### src/sv/wjs_pkg.sv
// wjs_pkg: shared types and constants of the wave join synchronizer.
// No dependencies; imported by the interfaces, wjs_front, wjs_back and the core.
package wjs_pkg;

  localparam int PORT_W   = 3;   // source_port / result_port width
  localparam int IN_HND_W = 32;  // packet_handle / result_handle width
  localparam int ACT_W    = 4;   // active_ports register width
  localparam int KIND_W   = 2;
  localparam int MAX_WAVE = 8;   // most members a wave may carry

  localparam logic [ACT_W-1:0] ACT_RESET = 4'd8;

  localparam logic [KIND_W-1:0] KIND_WAVE     = 2'd0;
  localparam logic [KIND_W-1:0] KIND_FULL     = 2'd1;
  localparam logic [KIND_W-1:0] KIND_INACTIVE = 2'd2;

  // command handed from front to back through the command queue
  typedef struct packed {
    logic [KIND_W-1:0] kind;
    logic [PORT_W-1:0] port;
    logic [ACT_W-1:0]  n;     // wave size, used by wave commands
  } cmd_t;

  localparam int CMD_W = $bits(cmd_t);

endpackage

### src/sv/wjs_ifs.sv
// Handshake channel interfaces of the wave join synchronizer.
// Depends on wjs_pkg for field widths.
interface wjs_in_if;
  import wjs_pkg::*;
  logic                valid;
  logic                ready;
  logic [PORT_W-1:0]   source_port;
  logic [IN_HND_W-1:0] packet_handle;
  modport source (output valid, source_port, packet_handle, input ready);
  modport sink   (input valid, source_port, packet_handle, output ready);
endinterface

interface wjs_out_if;
  import wjs_pkg::*;
  logic                valid;
  logic                ready;
  logic [KIND_W-1:0]   result_kind;
  logic [PORT_W-1:0]   result_port;
  logic [IN_HND_W-1:0] result_handle;
  logic                wave_last;
  modport source (output valid, result_kind, result_port, result_handle, wave_last,
                  input ready);
  modport sink   (input valid, result_kind, result_port, result_handle, wave_last,
                  output ready);
endinterface

interface wjs_cfg_if;
  import wjs_pkg::*;
  logic             valid;
  logic             ready;
  logic [ACT_W-1:0] data;
  modport source (output valid, data, input ready);
  modport sink   (input valid, data, output ready);
endinterface

### src/sv/wjs_front.sv
// wjs_front: accepts packets, classifies them (drop or enqueue), keeps the
// per-port counts and tails, and decides when a wave is complete.
// Depends on wjs_pkg and wjs_ifs.
module wjs_front #(
  parameter int NUM_PORTS   = 8,
  parameter int FIFO_DEPTH  = 16,
  parameter int HANDLE_BITS = 32,
  localparam int NPU = (NUM_PORTS < wjs_pkg::MAX_WAVE) ? NUM_PORTS : wjs_pkg::MAX_WAVE,
  localparam int AW  = $clog2(NPU * FIFO_DEPTH)
) (
  input  logic                   clk,
  input  logic                   rst_n,
  wjs_in_if.sink                 in_ch,
  wjs_cfg_if.sink                cfg_ch,
  output logic                   cmd_valid,
  input  logic                   cmd_ready,
  output wjs_pkg::cmd_t          cmd,
  output logic [HANDLE_BITS-1:0] cmd_handle,
  output logic                   mem_we,
  output logic [AW-1:0]          mem_waddr,
  output logic [HANDLE_BITS-1:0] mem_wdata,
  input  logic                   wave_done
);
  import wjs_pkg::*;

  localparam int IW = (NPU > 1) ? $clog2(NPU) : 1;
  localparam int SW = $clog2(FIFO_DEPTH);
  localparam int CW = $clog2(FIFO_DEPTH + 1);

  logic [ACT_W-1:0] act_r;
  logic [CW-1:0]    cnt_r   [NPU];
  logic [CW-1:0]    cnt_inc [NPU];
  logic [CW-1:0]    cnt_nxt [NPU];
  logic [SW-1:0]    tail_r  [NPU];
  logic [SW-1:0]    tail_nxt[NPU];
  logic             pend_r, pend_nxt;

  logic [ACT_W-1:0]       n_eff;
  logic [IW-1:0]          idx;
  logic [HANDLE_BITS-1:0] hnd;
  logic                   accept, inactive, full, enq, all_held, fire;

  // clamp the active count to 1 .. min(NUM_PORTS, 8)
  always_comb begin
    if (act_r == '0) begin
      n_eff = ACT_W'(1);
    end else if (act_r > ACT_W'(NPU)) begin
      n_eff = ACT_W'(NPU);
    end else begin
      n_eff = act_r;
    end
  end

  assign hnd      = HANDLE_BITS'(in_ch.packet_handle);
  assign idx      = in_ch.source_port[IW-1:0];
  assign in_ch.ready = !pend_r && cmd_ready;
  assign accept   = in_ch.valid && in_ch.ready;
  assign inactive = ACT_W'(in_ch.source_port) >= n_eff;
  assign full     = !inactive && (cnt_r[idx] == CW'(FIFO_DEPTH));
  assign enq      = accept && !inactive && !full;

  always_comb begin
    all_held = 1'b1;
    for (int p = 0; p < NPU; p++) begin
      cnt_inc[p]  = cnt_r[p] + CW'(enq && (idx == IW'(p)));
      tail_nxt[p] = tail_r[p];
      if ((ACT_W'(p) < n_eff) && (cnt_inc[p] == '0)) begin
        all_held = 1'b0;
      end
    end
    fire = enq && all_held;
    for (int p = 0; p < NPU; p++) begin
      cnt_nxt[p] = cnt_inc[p] - CW'(fire && (ACT_W'(p) < n_eff));
    end
    if (enq) begin
      tail_nxt[idx] = (tail_r[idx] == SW'(FIFO_DEPTH - 1)) ? '0 : tail_r[idx] + SW'(1);
    end
  end

  // input is held off from wave issue until the back has read every head
  always_comb begin
    pend_nxt = pend_r;
    if (fire) begin
      pend_nxt = 1'b1;
    end else if (wave_done) begin
      pend_nxt = 1'b0;
    end
  end

  always_comb begin
    cmd_valid  = accept && (inactive || full || fire);
    cmd.kind   = inactive ? KIND_INACTIVE : (full ? KIND_FULL : KIND_WAVE);
    cmd.port   = in_ch.source_port;
    cmd.n      = n_eff;
    cmd_handle = hnd;
  end

  assign mem_we    = enq;
  assign mem_waddr = AW'(idx) * AW'(FIFO_DEPTH) + AW'(tail_r[idx]);
  assign mem_wdata = hnd;

  assign cfg_ch.ready = 1'b1;

  always_ff @(posedge clk) begin
    if (!rst_n) begin
      act_r  <= ACT_RESET;
      pend_r <= 1'b0;
      for (int p = 0; p < NPU; p++) begin
        cnt_r[p]  <= '0;
        tail_r[p] <= '0;
      end
    end else begin
      if (cfg_ch.valid) begin
        act_r <= cfg_ch.data;
      end
      pend_r <= pend_nxt;
      for (int p = 0; p < NPU; p++) begin
        cnt_r[p]  <= cnt_nxt[p];
        tail_r[p] <= tail_nxt[p];
      end
    end
  end

endmodule

### src/sv/wjs_cmdq.sv
// wjs_cmdq: short command FIFO between the front and the back.
// Depends on nothing; payload is a flat vector.
module wjs_cmdq #(
  parameter int DW    = 41,
  parameter int DEPTH = 4
) (
  input  logic          clk,
  input  logic          rst_n,
  input  logic          push_valid,
  output logic          push_ready,
  input  logic [DW-1:0] push_data,
  output logic          pop_valid,
  input  logic          pop_ready,
  output logic [DW-1:0] pop_data
);
  localparam int PW = (DEPTH > 1) ? $clog2(DEPTH) : 1;
  localparam int NW = $clog2(DEPTH + 1);

  logic [DW-1:0] slot_r[DEPTH];
  logic [PW-1:0] wr_r, wr_nxt, rd_r, rd_nxt;
  logic [NW-1:0] num_r, num_nxt;
  logic          do_push, do_pop;

  assign push_ready = num_r != NW'(DEPTH);
  assign pop_valid  = num_r != '0;
  assign pop_data   = slot_r[rd_r];
  assign do_push    = push_valid && push_ready;
  assign do_pop     = pop_valid && pop_ready;

  always_comb begin
    wr_nxt  = wr_r;
    rd_nxt  = rd_r;
    num_nxt = num_r + NW'(do_push) - NW'(do_pop);
    if (do_push) begin
      wr_nxt = (wr_r == PW'(DEPTH - 1)) ? '0 : wr_r + PW'(1);
    end
    if (do_pop) begin
      rd_nxt = (rd_r == PW'(DEPTH - 1)) ? '0 : rd_r + PW'(1);
    end
  end

  always_ff @(posedge clk) begin
    if (do_push) begin
      slot_r[wr_r] <= push_data;
    end
  end

  always_ff @(posedge clk) begin
    if (!rst_n) begin
      wr_r  <= '0;
      rd_r  <= '0;
      num_r <= '0;
    end else begin
      wr_r  <= wr_nxt;
      rd_r  <= rd_nxt;
      num_r <= num_nxt;
    end
  end

endmodule

### src/sv/wjs_back.sv
// wjs_back: executes commands from the queue. Holds the handle store and the
// per-port heads, reads one wave member per cycle while the output is not
// stalled, and drives the result port. Depends on wjs_pkg and wjs_ifs.
module wjs_back #(
  parameter int NUM_PORTS   = 8,
  parameter int FIFO_DEPTH  = 16,
  parameter int HANDLE_BITS = 32,
  localparam int NPU = (NUM_PORTS < wjs_pkg::MAX_WAVE) ? NUM_PORTS : wjs_pkg::MAX_WAVE,
  localparam int AW  = $clog2(NPU * FIFO_DEPTH)
) (
  input  logic                   clk,
  input  logic                   rst_n,
  input  logic                   cmd_valid,
  output logic                   cmd_pop,
  input  wjs_pkg::cmd_t          cmd,
  input  logic [HANDLE_BITS-1:0] cmd_handle,
  input  logic                   mem_we,
  input  logic [AW-1:0]          mem_waddr,
  input  logic [HANDLE_BITS-1:0] mem_wdata,
  output logic                   wave_done,
  wjs_out_if.source              out_ch
);
  import wjs_pkg::*;

  localparam int IW = (NPU > 1) ? $clog2(NPU) : 1;
  localparam int SW = $clog2(FIFO_DEPTH);

  localparam logic ST_IDLE = 1'b0;
  localparam logic ST_WAVE = 1'b1;

  logic [HANDLE_BITS-1:0] store[NPU * FIFO_DEPTH];
  logic [HANDLE_BITS-1:0] mem_q_r;

  logic             st_r, st_nxt;
  logic [IW-1:0]    wp_r, wp_nxt;
  logic [ACT_W-1:0] wn_r, wn_nxt;
  logic [SW-1:0]    head_r[NPU];
  logic [SW-1:0]    head_nxt[NPU];

  // output register
  logic                   rd_v_r, rd_v_nxt;
  logic [KIND_W-1:0]      rd_kind_r, rd_kind_nxt;
  logic [PORT_W-1:0]      rd_port_r, rd_port_nxt;
  logic                   rd_last_r, rd_last_nxt;
  logic [HANDLE_BITS-1:0] rd_h_r, rd_h_nxt;

  logic          adv, rd_en, last_mem;
  logic [AW-1:0] raddr;

  assign adv      = !rd_v_r || out_ch.ready;
  assign raddr    = AW'(wp_r) * AW'(FIFO_DEPTH) + AW'(head_r[wp_r]);
  assign last_mem = (ACT_W'(wp_r) + ACT_W'(1)) == wn_r;

  always_comb begin
    st_nxt      = st_r;
    wp_nxt      = wp_r;
    wn_nxt      = wn_r;
    head_nxt    = head_r;
    rd_v_nxt    = rd_v_r && !out_ch.ready;
    rd_kind_nxt = rd_kind_r;
    rd_port_nxt = rd_port_r;
    rd_last_nxt = rd_last_r;
    rd_h_nxt    = rd_h_r;
    cmd_pop     = 1'b0;
    rd_en       = 1'b0;
    wave_done   = 1'b0;
    unique case (st_r)
      ST_IDLE: begin
        if (cmd_valid && adv) begin
          cmd_pop = 1'b1;
          if (cmd.kind == KIND_WAVE) begin
            st_nxt = ST_WAVE;
            wp_nxt = '0;
            wn_nxt = cmd.n;
          end else begin
            rd_v_nxt    = 1'b1;
            rd_kind_nxt = cmd.kind;
            rd_port_nxt = cmd.port;
            rd_last_nxt = 1'b1;
            rd_h_nxt    = cmd_handle;
          end
        end
      end
      ST_WAVE: begin
        if (adv) begin
          rd_en        = 1'b1;
          rd_v_nxt     = 1'b1;
          rd_kind_nxt  = KIND_WAVE;
          rd_port_nxt  = PORT_W'(wp_r);
          rd_last_nxt  = last_mem;
          head_nxt[wp_r] = (head_r[wp_r] == SW'(FIFO_DEPTH - 1)) ? '0
                                                                 : head_r[wp_r] + SW'(1);
          if (last_mem) begin
            st_nxt    = ST_IDLE;
            wave_done = 1'b1;
          end else begin
            wp_nxt = wp_r + IW'(1);
          end
        end
      end
      default: st_nxt = ST_IDLE;
    endcase
  end

  always_ff @(posedge clk) begin
    if (mem_we) begin
      store[mem_waddr] <= mem_wdata;
    end
    if (rd_en) begin
      mem_q_r <= store[raddr];
    end
  end

  always_ff @(posedge clk) begin
    rd_kind_r <= rd_kind_nxt;
    rd_port_r <= rd_port_nxt;
    rd_last_r <= rd_last_nxt;
    rd_h_r    <= rd_h_nxt;
    wn_r      <= wn_nxt;
  end

  always_ff @(posedge clk) begin
    if (!rst_n) begin
      st_r   <= ST_IDLE;
      wp_r   <= '0;
      rd_v_r <= 1'b0;
      for (int p = 0; p < NPU; p++) begin
        head_r[p] <= '0;
      end
    end else begin
      st_r   <= st_nxt;
      wp_r   <= wp_nxt;
      rd_v_r <= rd_v_nxt;
      head_r <= head_nxt;
    end
  end

  assign out_ch.valid         = rd_v_r;
  assign out_ch.result_kind   = rd_kind_r;
  assign out_ch.result_port   = rd_port_r;
  assign out_ch.result_handle = (rd_kind_r == KIND_WAVE) ? IN_HND_W'(mem_q_r)
                                                         : IN_HND_W'(rd_h_r);
  assign out_ch.wave_last     = rd_last_r;

endmodule

### src/sv/wave_join_synchronizer_core.sv
// wave_join_synchronizer_core: top level of the multi-input barrier join.
// Depends on wjs_pkg, wjs_ifs, wjs_front, wjs_cmdq and wjs_back.
//
// Packets arrive one per cycle tagged with their source port. Ports below
// the active count (active_ports, clamped to 1 .. min(NUM_PORTS, 8)) each
// own a FIFO of FIFO_DEPTH handles; a packet for an inactive port or a full
// FIFO is reported at once as a single drop item with wave_last set. When a
// packet leaves every active port holding at least one handle, a wave goes
// out: the head of each active port in port order, last member marked.
// Drops and non-completing packets are taken one per cycle while the command
// queue has room. A completing packet holds off further input until the back
// end has read all n heads from the shared handle memory, one read per cycle
// while the output is not stalled. A four-entry command queue lets the front
// keep accepting while results wait on a stalled output. No clearing pass is
// needed after reset. Write active_ports only while idle.
module wave_join_synchronizer_core #(
  parameter int NUM_PORTS   = 8,
  parameter int FIFO_DEPTH  = 16,
  parameter int HANDLE_BITS = 32
) (
  input  logic       clk,
  input  logic       rst_n,
  wjs_in_if.sink     in_ch,
  wjs_cfg_if.sink    cfg_ch,
  wjs_out_if.source  out_ch
);
  import wjs_pkg::*;

  localparam int NPU = (NUM_PORTS < MAX_WAVE) ? NUM_PORTS : MAX_WAVE;
  localparam int AW  = $clog2(NPU * FIFO_DEPTH);
  localparam int DW  = CMD_W + HANDLE_BITS;

  logic                   f_cmd_valid, f_cmd_ready;
  cmd_t                   f_cmd;
  logic [HANDLE_BITS-1:0] f_cmd_handle;
  logic                   q_valid, q_pop;
  logic [DW-1:0]          q_data;
  cmd_t                   b_cmd;
  logic [HANDLE_BITS-1:0] b_cmd_handle;
  logic                   mem_we;
  logic [AW-1:0]          mem_waddr;
  logic [HANDLE_BITS-1:0] mem_wdata;
  logic                   wave_done;

  wjs_front #(
    .NUM_PORTS  (NUM_PORTS),
    .FIFO_DEPTH (FIFO_DEPTH),
    .HANDLE_BITS(HANDLE_BITS)
  ) u_front (
    .clk       (clk),
    .rst_n     (rst_n),
    .in_ch     (in_ch),
    .cfg_ch    (cfg_ch),
    .cmd_valid (f_cmd_valid),
    .cmd_ready (f_cmd_ready),
    .cmd       (f_cmd),
    .cmd_handle(f_cmd_handle),
    .mem_we    (mem_we),
    .mem_waddr (mem_waddr),
    .mem_wdata (mem_wdata),
    .wave_done (wave_done)
  );

  wjs_cmdq #(
    .DW   (DW),
    .DEPTH(4)
  ) u_cmdq (
    .clk       (clk),
    .rst_n     (rst_n),
    .push_valid(f_cmd_valid),
    .push_ready(f_cmd_ready),
    .push_data ({f_cmd, f_cmd_handle}),
    .pop_valid (q_valid),
    .pop_ready (q_pop),
    .pop_data  (q_data)
  );

  assign b_cmd        = cmd_t'(q_data[DW-1 -: CMD_W]);
  assign b_cmd_handle = q_data[HANDLE_BITS-1:0];

  wjs_back #(
    .NUM_PORTS  (NUM_PORTS),
    .FIFO_DEPTH (FIFO_DEPTH),
    .HANDLE_BITS(HANDLE_BITS)
  ) u_back (
    .clk       (clk),
    .rst_n     (rst_n),
    .cmd_valid (q_valid),
    .cmd_pop   (q_pop),
    .cmd       (b_cmd),
    .cmd_handle(b_cmd_handle),
    .mem_we    (mem_we),
    .mem_waddr (mem_waddr),
    .mem_wdata (mem_wdata),
    .wave_done (wave_done),
    .out_ch    (out_ch)
  );

endmodule
### src/flat_wrapper.sv
// flat-port wrapper written by rule: the top's interface ports become plain ports
module wave_join_synchronizer_core_flat import wjs_pkg::*;
#(
  parameter int NUM_PORTS   = 8,
  parameter int FIFO_DEPTH  = 16,
  parameter int HANDLE_BITS = 32
)
  (clk, rst_n, in_ch_valid, in_ch_source_port, in_ch_packet_handle, in_ch_ready, cfg_ch_valid, cfg_ch_data, cfg_ch_ready, out_ch_valid, out_ch_result_kind, out_ch_result_port, out_ch_result_handle, out_ch_wave_last, out_ch_ready);
  wjs_in_if in_ch_i ();
  wjs_cfg_if cfg_ch_i ();
  wjs_out_if out_ch_i ();
  input  logic clk;
  input  logic rst_n;
  input wire logic [$bits(in_ch_i.valid)-1:0] in_ch_valid;
  input wire logic [$bits(in_ch_i.source_port)-1:0] in_ch_source_port;
  input wire logic [$bits(in_ch_i.packet_handle)-1:0] in_ch_packet_handle;
  output wire logic [$bits(in_ch_i.ready)-1:0] in_ch_ready;
  input wire logic [$bits(cfg_ch_i.valid)-1:0] cfg_ch_valid;
  input wire logic [$bits(cfg_ch_i.data)-1:0] cfg_ch_data;
  output wire logic [$bits(cfg_ch_i.ready)-1:0] cfg_ch_ready;
  output wire logic [$bits(out_ch_i.valid)-1:0] out_ch_valid;
  output wire logic [$bits(out_ch_i.result_kind)-1:0] out_ch_result_kind;
  output wire logic [$bits(out_ch_i.result_port)-1:0] out_ch_result_port;
  output wire logic [$bits(out_ch_i.result_handle)-1:0] out_ch_result_handle;
  output wire logic [$bits(out_ch_i.wave_last)-1:0] out_ch_wave_last;
  input wire logic [$bits(out_ch_i.ready)-1:0] out_ch_ready;
  assign in_ch_i.valid = in_ch_valid;
  assign in_ch_i.source_port = in_ch_source_port;
  assign in_ch_i.packet_handle = in_ch_packet_handle;
  assign in_ch_ready = in_ch_i.ready;
  assign cfg_ch_i.valid = cfg_ch_valid;
  assign cfg_ch_i.data = cfg_ch_data;
  assign cfg_ch_ready = cfg_ch_i.ready;
  assign out_ch_valid = out_ch_i.valid;
  assign out_ch_result_kind = out_ch_i.result_kind;
  assign out_ch_result_port = out_ch_i.result_port;
  assign out_ch_result_handle = out_ch_i.result_handle;
  assign out_ch_wave_last = out_ch_i.wave_last;
  assign out_ch_i.ready = out_ch_ready;
  wave_join_synchronizer_core #(.NUM_PORTS(NUM_PORTS), .FIFO_DEPTH(FIFO_DEPTH), .HANDLE_BITS(HANDLE_BITS)) u_core (.clk(clk), .rst_n(rst_n), .in_ch(in_ch_i), .cfg_ch(cfg_ch_i), .out_ch(out_ch_i));
endmodule
### config.mk
export PLATFORM = sky130hd
export DESIGN_NAME = wave_join_synchronizer_core_flat
export DESIGN_NICKNAME = d
export VERILOG_FILES = /design/src/sv/wjs_pkg.sv /design/src/sv/wjs_ifs.sv /design/src/sv/wjs_front.sv /design/src/sv/wjs_cmdq.sv /design/src/sv/wjs_back.sv /design/src/sv/wave_join_synchronizer_core.sv /design/src/flat_wrapper.sv
export SDC_FILE = /design/constraint.sdc
export NUM_CORES = 2
export LEC_CHECK = 0
export ABC_AREA = 1
export BUFFER_PORTS_ARGS = -buffer_cell sky130_fd_sc_hd__buf_2
export CELL_PAD_IN_SITES_DETAIL_PLACEMENT = 2
export CELL_PAD_IN_SITES_GLOBAL_PLACEMENT = 2
export CORE_MARGIN = 2
export CORE_UTILIZATION = 40
export DETAILED_ROUTE_END_ITERATION = 12
export PLACE_DENSITY_LB_ADDON = 0.3
export RECOVER_POWER = 25
export SLEW_MARGIN = 20
export SYNTH_ARGS = -nofsm -noshare
export SYNTH_HDL_FRONTEND = slang
export SYNTH_MEMORY_MAX_BITS = 65536
export SYNTH_SLANG_ARGS = --single-unit
### constraint.sdc
create_clock -name clk -period 4.87 [get_ports clk]
set_input_delay 0 -clock clk [delete_from_list [all_inputs] [get_ports clk]]
set_output_delay 0 -clock clk [all_outputs]
set_load 0.02 [all_outputs]
==> run_results.csv <==
group,metric,value,unit
outcome,status,"finished, violations left",
outcome,violations,"capacitance limit, slew limit, setup timing",
floorplan,die-width,674,um
clock_network,cts_sinks,4457,
timing,setup_tns,-1.09,ns
timing,relSlewSlack,-274,%
drt,wl_met1,278000,um
critical_path,crit_type,"reg -> reg",
logic_synthesis,netlist_top_cells_area,"edfxtp_1 (72%), nand3_1 (11%), nand2_1 (9.6%), dfxtp_1 (1.4%), buf_2 (1.2%)",
power_and_ir_drop,cell_internal_pwr,71900,uW
clock_network,root_buffer,"clkbuf_16",
finish,drive_above_1_share,10.2,%
critical_path,r2r_end,"u_core.u_cmdq.num_r[1]$_SDFF_PN0_",
floorplan,coreArea,0.448,mm^2
critical_path,slowest_stage,"fa_2",
power_and_ir_drop,p_seq_share,36.9,%
logic_synthesis,yosysTopAreaCell,"edfxtp_1",
drt,wl,714000,um
clock_network,cts_tree,"done",
logic_synthesis,syn_area_per_cell,12.0,um^2
timing,holdWs,0.241,ns
logic_synthesis,synth-seq-cells,4457,
global_route,grt_overflow,0,
critical_path,crit_path_max_incr_delay,0.58,ns
logic_synthesis,yosysUniqueCellTypes,43,
drt,drt-wirelength-per-cell,33.0,um
global_route,grt_pass1_vias,142000,
critical_path,required,5.84,ns
power_and_ir_drop,vdd_drop_max,0.000411,V
drt,route.detailed.drc,0,
critical_path,startpoint,"u_core.u_front.act_r[3]$_SDFFE_PN1P_",
drt,wl_met3,44800,um
floorplan,dieArea,0.454,mm^2
power_and_ir_drop,power-per-cell-area,565,mW/mm^2
logic_synthesis,syn_inst,15000,
timing,slew_violations,2217,
timing,period_share,104,%
floorplan,pin_count,85,
floorplan,rows,246,
logic_synthesis,synth-edff-count,4334,
logic_synthesis,yosys_warnings,0,
placement,place_congestion,0.822,
logic_synthesis,syn-num-nets,15100,
global_route,grt_max_degree,133,
drt,ant_nets,0,
timing,skew,0.0673,ns
critical_path,cp_data_arrival_time,6.06,ns
timing,setup_viol,10,
timing,post-route-worst-setup-slack,-0.217,ns
timing,period_needed,5.09,ns
critical_path,critPathLaunchType,"flop",
timing,worst_slew_pin_slew,5.61,ns
global_route,antenna_found_initial,52,
critical_path,crit_fanout,5,
clock_network,worstSkewPairLatency,1.05,ns
logic_synthesis,synth_flop_cell,"edfxtp_1",
finish,syn2layout_area_growth,15.4,%
placement,dp_hpwl,412000,um
logic_synthesis,syn_area,0.180,mm^2
drt,vias_per_cell,5.95,
global_route,grtUsageTotal,30.7,%
hold_path,hold_class,"in -> reg",
placement,pre_cts_ws,-0.384,ns
clock_network,cts_buffers,476,
logic_synthesis,synthArstFlopShare,0,%
job,cap_violations,36,
timing,max_freq,197,MHz
power_and_ir_drop,p_switching,45300,uW
floorplan,die_h,674,um
logic_synthesis,yosys-top-cells-count,"nand2_1 (4613), edfxtp_1 (4334), nand3_1 (3884)",
clock_network,clock_path_buffers,4,
clock_network,clk_pin_slew,0.07,ns
logic_synthesis,synth_top_cell_area_share,72.5,%
critical_path,end_kind,"flop",
clock_network,htree_levels,5,
finish,final_nets,15400,
floorplan,start_util,40.1,%
global_route,grt_pass1_wl,1020000,um
critical_path,reg2regPathDepth,32,
drt,drt_iter0_drc,13600,
critical_path,endpoint,"u_core.u_cmdq.num_r[1]$_SDFF_PN0_",
critical_path,rr_startpoint,"u_core.u_front.act_r[3]$_SDFFE_PN1P_",
power_and_ir_drop,sw_frac_of_total,38.7,%
power_and_ir_drop,p_clk_share,30.2,%
power_and_ir_drop,pwr-share-comb,32.9,%
drt,routed.top_layer,"met5",
logic_synthesis,post-synth-top-count-cell,"nand2_1",
critical_path,r2r_setup_slack,-0.22,ns
drt,first_pass_iters,5,
power_and_ir_drop,total_leakage_power,0.0720,uW
logic_synthesis,synth-seq-area-share,73.8,%
timing,hold_violations,0,
placement,io_buffers,83,
drt,num_vias,129000,
drt,route.met2.wl,355000,um
layout by cell type (no fill, tap or decap), types with 10 or more instances in the layout:
cell type | netlist | layout
a21oi_1 | 81 | 78
a22oi_1 | 10 | 10
buf_12 | 0 | 229
buf_2 | 437 | 49
buf_4 | 148 | 405
bufinv_16 | 0 | 24
clkbuf_1 | 281 | 153
clkbuf_16 | 0 | 480
clkinv_1 | 4 | 136
clkinv_2 | 0 | 85
dfxtp_1 | 123 | 119
diode_2 | 0 | 17
dlygate4sd3_1 | 0 | 63
edfxtp_1 | 4334 | 4334
ha_1 | 45 | 30
inv_1 | 228 | 215
inv_2 | 10 | 13
inv_6 | 0 | 10
mux2_2 | 32 | 32
nand2_1 | 4613 | 4600
nand3_1 | 3884 | 3877
nand4_1 | 16 | 16
nor2_1 | 356 | 212
nor2_4 | 3 | 141
o21ai_0 | 167 | 161
o22ai_1 | 42 | 42
or2_2 | 12 | 10
xor2_1 | 19 | 12
logic make-up after synthesis:
kind of cell / count (synthesis) / share of synthesized area (%)
and+or+nand+nor: 8901 / 21.4
DFF: 4457 / 73.8
buffers and inverters: 1191 / 3.15
AOI/OAI and AO/OA: 324 / 0.973
adders and majority gates: 46 / 0.325
muxes: 32 / 0.201
xor gates and xnor gates: 27 / 0.132
other: 1 / 0.00209
flip-flops by register name, summed over array words and instances, names as in the netlist, 3 cells and up, named ones only:
| name | flops |
|---|---|
| u_core.u_cmdq.num_r | 3 |
| u_core.u_back.wn_r | 4 |
| u_core.u_front.tail_r | 32 |
| u_core.u_back.mem_q_r | 32 |
| u_core.u_cmdq.slot_r | 164 |
| u_core.u_front.cnt_r | 40 |
| u_core.u_back.head_r | 32 |
| u_core.u_front.act_r | 4 |
| u_core.u_back.out_ch.result_port | 3 |
| u_core.u_back.rd_h_r | 32 |
| u_core.u_back.store | 4096 |
| u_core.u_back.wp_r | 3 |
critical path: cells and delay by family (launching register included):
kind,cells,cell delay (ns)
adders and majority gates,6,1.56
and+or+nand+nor,11,1.45
buffers and inverters,9,0.70
AOI/OAI and AO/OA,5,0.70
DFF,1,0.37
xor gates and xnor gates,1,0.24
routing by layer:
layer	vias to the layer above	track usage, %
li1	53800	-
met1	68700	38.6
met2	5043	53.0
met3	1421	4.14
met4	14	13.8
met5	-	0
power groups by stage:
stage,Clock (uW),Sequential (uW),Combinational [uW]
2_1_floorplan,0,43800,20800
3_3_place_gp,0,43900,35400
3_5_place_dp,0,43900,37200
4_1_cts,35700,43100,38200
5_1_grt,37000,43200,41000
6_report,35400,43200,38600
worst min path at each step:
stage | depth (start not counted) | endpoint | startpoint | slack, ns
after detailed placement | 1 | u_core.u_back.store[15][12]$_DFFE_PP_ | in_ch_packet_handle[12] | 0.28
after floorplan | 0 | u_core.u_back.store[0][0]$_DFFE_PP_ | in_ch_packet_handle[0] | 0.1
after global routing | 5 | u_core.u_cmdq.num_r[1]$_SDFF_PN0_ | rst_n | 0.28
after CTS | 2 | u_core.u_back.store[120][19]$_DFFE_PP_ | in_ch_packet_handle[19] | 0.001
final | 5 | u_core.u_cmdq.num_r[0]$_SDFF_PN0_ | rst_n | 0.24
after global placement | 1 | u_core.u_back.store[15][12]$_DFFE_PP_ | in_ch_packet_handle[12] | 0.28
through the flow:
step / util, % / instance area, um^2 / instances / power, uW
global route: 46.2 / 207000 / 21700 / 121000
finish: 46.2 / 207000 / 21700 / 117000
CTS: 46.2 / 207000 / 21600 / 117000
detailed placement: 42.8 / 192000 / 20700 / 81200
global placement: 42.8 / 192000 / 20700 / 79300
floorplan: - / 180000 / 15000 / 64500
area by class of cell:
class                      count  area (um^2)
multi-input combinational   9331        42800
fill                       44100       241000
clock buffer                 599        12500
sequential                  4457       133000
inverter                     242          958
tap                         5952         7450
clock inverter               272         2110
antenna                       17         42.5
timing repair buffer         795         8740
repair_timing:
action / 4_1_cts / 5_1_grt
endpoints found under the setup margin: 40 / 193
gates resized for setup: 22 / 72
hold endpoints to repair: 3687 / 0
buffers inserted: 3 / 13
pin swaps: 7 / 29
hold buffers: 65 / 0
No activity file was read; power rests on OpenSTA's default activity.
